## src/design/scam_pkg.sv

```systemverilog
// ----------------------------------------------------------------------------
// scam_pkg: shared types and constants for the structure constant multiplier
// Sizes of the algebra, the coefficient table and the multiplier handshake.
// ----------------------------------------------------------------------------
package scam_pkg;

    // algebra dimension and table geometry
    localparam int DIM        = 4;
    localparam int NFIELDS    = 4;
    localparam int TABLE_SIZE = DIM * DIM * DIM;
    localparam int DIM_W      = (DIM > 1) ? $clog2(DIM) : 1;
    localparam int TAB_AW     = (TABLE_SIZE > 1) ? $clog2(TABLE_SIZE) : 1;

    // item field widths
    localparam int WORD_W = 64;
    localparam int HALF_W = WORD_W / 2;
    localparam int IDX_W  = 6;

    // function codes
    localparam logic FUNC_WRITE = 1'b0;
    localparam logic FUNC_MUL   = 1'b1;

    typedef logic [WORD_W-1:0] t_word;

    // request to the shared multiplier
    typedef struct packed {
        logic  start;
        t_word a;
        t_word b;
    } t_mul_req;

    // response from the shared multiplier
    typedef struct packed {
        logic  done;
        t_word prod;
    } t_mul_rsp;

endpackage

```

## src/design/scam_mul64.sv

```systemverilog
// ----------------------------------------------------------------------------
// scam_mul64: iterative 64 x 64 multiplier, low 64 bits of the product
// One 32 x 32 multiplier is used for three partial products, then summed.
// ----------------------------------------------------------------------------
module scam_mul64 (
    input  logic               i_clk,
    input  logic               i_rst_n,
    input  scam_pkg::t_mul_req i_req,
    output scam_pkg::t_mul_rsp o_rsp
);
    import scam_pkg::*;

    typedef enum logic [2:0] {
        M_IDLE,
        M_LL,
        M_LH,
        M_HL,
        M_SUM
    } t_mstate;

    t_mstate             r_state;
    t_word               r_a;
    t_word               r_b;
    t_word               r_ll;
    logic [HALF_W-1:0]   r_c1;
    logic [HALF_W-1:0]   r_c2;
    t_word               r_prod;
    logic                r_done;

    logic [HALF_W-1:0]   mul_a;
    logic [HALF_W-1:0]   mul_b;
    logic [WORD_W-1:0]   mul_p;
    logic [HALF_W-1:0]   cross_sum;

    // operand selection for the shared multiplier
    always_comb begin
        unique case (r_state)
            M_LH: begin
                mul_a = r_a[HALF_W-1:0];
                mul_b = r_b[WORD_W-1:HALF_W];
            end
            M_HL: begin
                mul_a = r_a[WORD_W-1:HALF_W];
                mul_b = r_b[HALF_W-1:0];
            end
            default: begin
                mul_a = r_a[HALF_W-1:0];
                mul_b = r_b[HALF_W-1:0];
            end
        endcase
    end

    assign mul_p     = mul_a * mul_b;
    assign cross_sum = r_c1 + r_c2;

    // sequencer, partial products and result
    always_ff @(posedge i_clk) begin
        if (!i_rst_n) begin
            r_state <= M_IDLE;
            r_done  <= 1'b0;
        end else begin
            r_done <= 1'b0;
            unique case (r_state)
                M_IDLE: begin
                    if (i_req.start) begin
                        r_a     <= i_req.a;
                        r_b     <= i_req.b;
                        r_state <= M_LL;
                    end
                end
                M_LL: begin
                    r_ll    <= mul_p;
                    r_state <= M_LH;
                end
                M_LH: begin
                    r_c1    <= mul_p[HALF_W-1:0];
                    r_state <= M_HL;
                end
                M_HL: begin
                    r_c2    <= mul_p[HALF_W-1:0];
                    r_state <= M_SUM;
                end
                M_SUM: begin
                    r_prod  <= r_ll + {cross_sum, {HALF_W{1'b0}}};
                    r_done  <= 1'b1;
                    r_state <= M_IDLE;
                end
                default: r_state <= M_IDLE;
            endcase
        end
    end

    assign o_rsp.done = r_done;
    assign o_rsp.prod = r_prod;

endmodule

```

## config.mk

```make
export PLATFORM = sky130hd
export DESIGN_NAME = scam_mul64
export DESIGN_NICKNAME = d
export VERILOG_FILES = /design/src/design/scam_pkg.sv /design/src/design/scam_mul64.sv
export SDC_FILE = /design/constraint.sdc
export NUM_CORES = 2
export LEC_CHECK = 0
export BUFFER_PORTS_ARGS = -buffer_cell sky130_fd_sc_hd__buf_2
export CAP_MARGIN = 0
export CORE_UTILIZATION = 45
export DETAILED_ROUTE_END_ITERATION = 12
export PLACE_DENSITY = 0.67
export SYNTH_ARGS = -nofsm -noshare
export SYNTH_HDL_FRONTEND = slang
export SYNTH_SLANG_ARGS = --single-unit
```

## constraint.sdc

```tcl
create_clock -name i_clk -period 20.7 [get_ports i_clk]
set_input_delay 4.14 -clock i_clk [delete_from_list [all_inputs] [get_ports i_clk]]
set_output_delay 4.14 -clock i_clk [all_outputs]
set_load 0.02 [all_outputs]
```

==> results.toml <==
[synthesis]
synth_edf_count = 320
syn-mean-instance-area_um2 = 10.12
synth_area_um2 = 45760
yosysSeqAreaShare_pct = 21.17
syn_nets = 5877
ys.flop_type = "edfxtp_1"
syn_inst = 4523
synth_seq_cells = 324
async_flop_share_pct = 0
yosysWarnings = 0
yosysUniqueCellTypes = 72

[grt]
overflow = 0
grtUsageMet1_pct = 35.36
first_global_vias = 35050
grt_pass1_wl_um = 215800
antenna_found_initial = 7
track_usage_pct = 28.62
top_usage_layer = "met2"
grt_max_degree = 78
use_met3_pct = 8.689
grtUsageMet2_pct = 45.00

[critical_path]
critPathLaunch = "r_state[1]$_SDFFE_PN0P_"
rrSetupSlack_ps = 10470
cp_max_fo = 46
required_ps = 21020
cp_slowest_cell = "mux2i_4"
crit_cells = 26
start_kind = "flip-flop"
worstSetupPathType = "reg -> reg"
end_kind = "flip-flop"
cpMostUsedCell = "fa_1"
critPathMaxStageDelay_ps = 1150
arrival_ps = 10550
reg2reg_depth = 26
worst-path-buf-inv = 4
critPathTopFamily = "adder cells"
setup.worst_path.end = "r_ll[62]$_DFFE_PP_"
r2r-end = "r_ll[62]$_DFFE_PP_"
reg2reg_from = "r_state[1]$_SDFFE_PN0P_"

[clock_tree]
postCtsSetupBuffers = 0
clock_path_buffers = 3
path_clk_slew_ps = 60
cts-root-buf = "clkbuf_16"
ctsResizeCount = 0
clock_latency_ps = 580
cts_made_buffers = 35
clock_sinks = 324
hold_buffers = 0
cts_tree = "done"
htree_levels = 2

[sta]
setup_viol = 0
finalMaxSlewViolations = 0
finalClockSkew_ps = 15.90
period_share_pct = 49.42
slew_headroom_pct = 12.59
setup_tns_ps = 0
max_freq_mhz = 97.75
worst_slack_ps = 10470
worstMarginPinSlew_ps = 1284
min_period_ps = 10230
rsz0062_at_grt = "no"
hold_violations = 0

[status]
status = "completed"

[drt]
drt_iter0_drc = 2774
routed_wl_um = 144700
routedWlPerCell_um = 24.07
firstDrtPassIters = 6
drc = 0
viasPerCell = 5.590
num_vias = 33600
ant_nets = 0

[placed_design]
port-buffer-count = 195
pre_cts_slack_ps = 10660
hpwl_um = 110700
placed_cells = 5947
globalplace.congestion = 1.007

[final_layout]
fillers = 9313
nets = 5981
drive_gt1_share_pct = 9.398
finalNonFillerCells = 6011
area_delta_synth_final_pct = 8.320

[die]
die_w_um = 320.9
core_area_um2 = 100400
die_h_um = 320.9
initial_core_util_pct = 45.56
io_pins = 196
die_area_um2 = 103000
rows = 116

[run]
cap_violations = 0

[min_path]
min_path_type = "reg -> reg"
## cells by family (layout without fill, tap and decap cells)
logic type      count (synthesis)  in the layout  synth area share, %
simple gates                 1305           1305                11.57
fa+ha+maj                    1223           1223                48.17
buf+inv                      1070           1197                8.796
compound gates                356            356                5.083
flops                         324            324                21.17
mux                           126            126                2.926
xor+xnor                      119            119                2.278
other cells                     0              4                    0
## Yosys cell counts (all sizes together) (3+ instances only)
library cell / n / share of area (%)
nand3b: 3 / 0.049
nor3: 19 / 0.21
dfxtp: 4 / 0.17
nand4: 27 / 0.37
a31oi: 13 / 0.18
buf: 22 / 0.20
nor4: 3 / 0.041
a2111oi: 4 / 0.090
nor2b: 17 / 0.23
mux2i: 64 / 1.4
a21o: 60 / 0.98
edfxtp: 320 / 21
a311oi: 3 / 0.096
or2: 7 / 0.096
a211oi: 17 / 0.34
o21ba: 3 / 0.066
and2: 15 / 0.21
o41ai: 4 / 0.093
o21ai: 67 / 0.74
xnor2: 85 / 1.6
mux2: 62 / 1.5
and4: 4 / 0.077
nand2b: 13 / 0.18
nor4b: 3 / 0.057
nor3b: 5 / 0.082
nand3: 15 / 0.16
a31o: 4 / 0.096
inv: 884 / 7.3
o21bai: 20 / 0.33
o21a: 13 / 0.22
clkbuf: 164 / 1.3
o211ai: 3 / 0.049
nand2: 518 / 4.2
and3: 18 / 0.26
a21oi: 120 / 1.3
xor2: 34 / 0.65
o31ai: 5 / 0.093
fa: 898 / 39
nor2: 631 / 5.2
ha: 325 / 8.9
a221oi: 3 / 0.057
## state kept, by name (all words and copies together), names as in the netlist
signal and flops:
r_a 64, r_ll 64, r_prod 64, r_c1 32, r_c2 32, r_b 64
r_state 3, r_done 1
## metal layers
metal / vias to the layer above / share of wire [%]
met1: 16910 / 36
met2: 1978 / 45
met3: 541 / 12
li1: 14170 / -
met4: 4 / 6.6
met5: - / 0.019
## how the worst min path moves through the flow
stage / from / end / slack [ps] / cells past startpoint
2_1_floorplan: r_ll[0]$_DFFE_PP_ / r_prod[0]$_DFFE_PP_ / 400 / 0
3_3_place_gp: r_ll[27]$_DFFE_PP_ / r_prod[27]$_DFFE_PP_ / 400 / 0
3_5_place_dp: r_ll[0]$_DFFE_PP_ / r_prod[0]$_DFFE_PP_ / 400 / 0
4_1_cts: r_ll[0]$_DFFE_PP_ / r_prod[0]$_DFFE_PP_ / 410 / 0
5_1_grt: r_ll[3]$_DFFE_PP_ / r_prod[3]$_DFFE_PP_ / 420 / 0
6_report: r_ll[0]$_DFFE_PP_ / r_prod[0]$_DFFE_PP_ / 410 / 0
## placed cells by master (no fill, tap or decap), types with 12 or more instances in the layout
cell type    n
edfxtp_1   320
a21o_1      60
nor3_1      18
nand2b_1    13
xor2_1      34
mux2i_4     18
and2_1      15
nand3_1     15
mux2i_1     21
nand4_1     27
o21ai_0     62
xnor2_1     85
buf_2      195
nor2b_1     17
nor2_1     630
o21a_1      12
a211oi_1    14
and3_1      17
mux2i_2     25
o21bai_1    20
a31oi_1     13
a21oi_1    120
nand2_1    518
inv_1      884
mux2_2      62
ha_1       325
buf_4       58
fa_1       898
clkbuf_16   35
## layout make-up
type	instances	area, um^2	area share, %
diodes	4	10.01	0.02019
inverters	884	3318	6.694
flip-flops and latches	324	9689	19.55
clock buffers	45	923.4	1.863
repair buffers	253	1411	2.847
clock inverters	15	128.9	0.2600
well taps	1357	1698	3.425
multi-input cells	3129	32390	65.34
## worst register-to-register path: stages (launching register included)
cell and delay (ps):
dfxtp_1 400, nand3b_1 130, buf_4 350, buf_4 740, mux2i_4 1220, nor2_1 220, fa_1 600, inv_1 50
fa_1 490, fa_1 450, fa_1 550, inv_1 50, fa_1 480, fa_1 570, fa_1 440, fa_1 450
ha_1 450, nand4_1 190, nor4_1 510, nand2_1 100, a311oi_1 240, a211oi_1 150, a21oi_1 330, a31oi_1 180
o21ai_1 270, nor4bb_1 100, a311o_1 280
## stage by stage
step | instance area (um^2) | hold WS (ps) | util, %
2_1_floorplan | 45760 | 400.3 | -
3_3_place_gp | 48510 | 401.0 | 48.29
3_5_place_dp | 48510 | 404.5 | 48.29
4_1_cts | 49560 | 411.5 | 49.34
5_1_grt | 49560 | 416.8 | 49.34
6_report | 49570 | 410.4 | 49.35
Power is left out: the tool's default activity adds up to more than one toggle a clock period on the data nets, which glitch-free logic cannot reach.
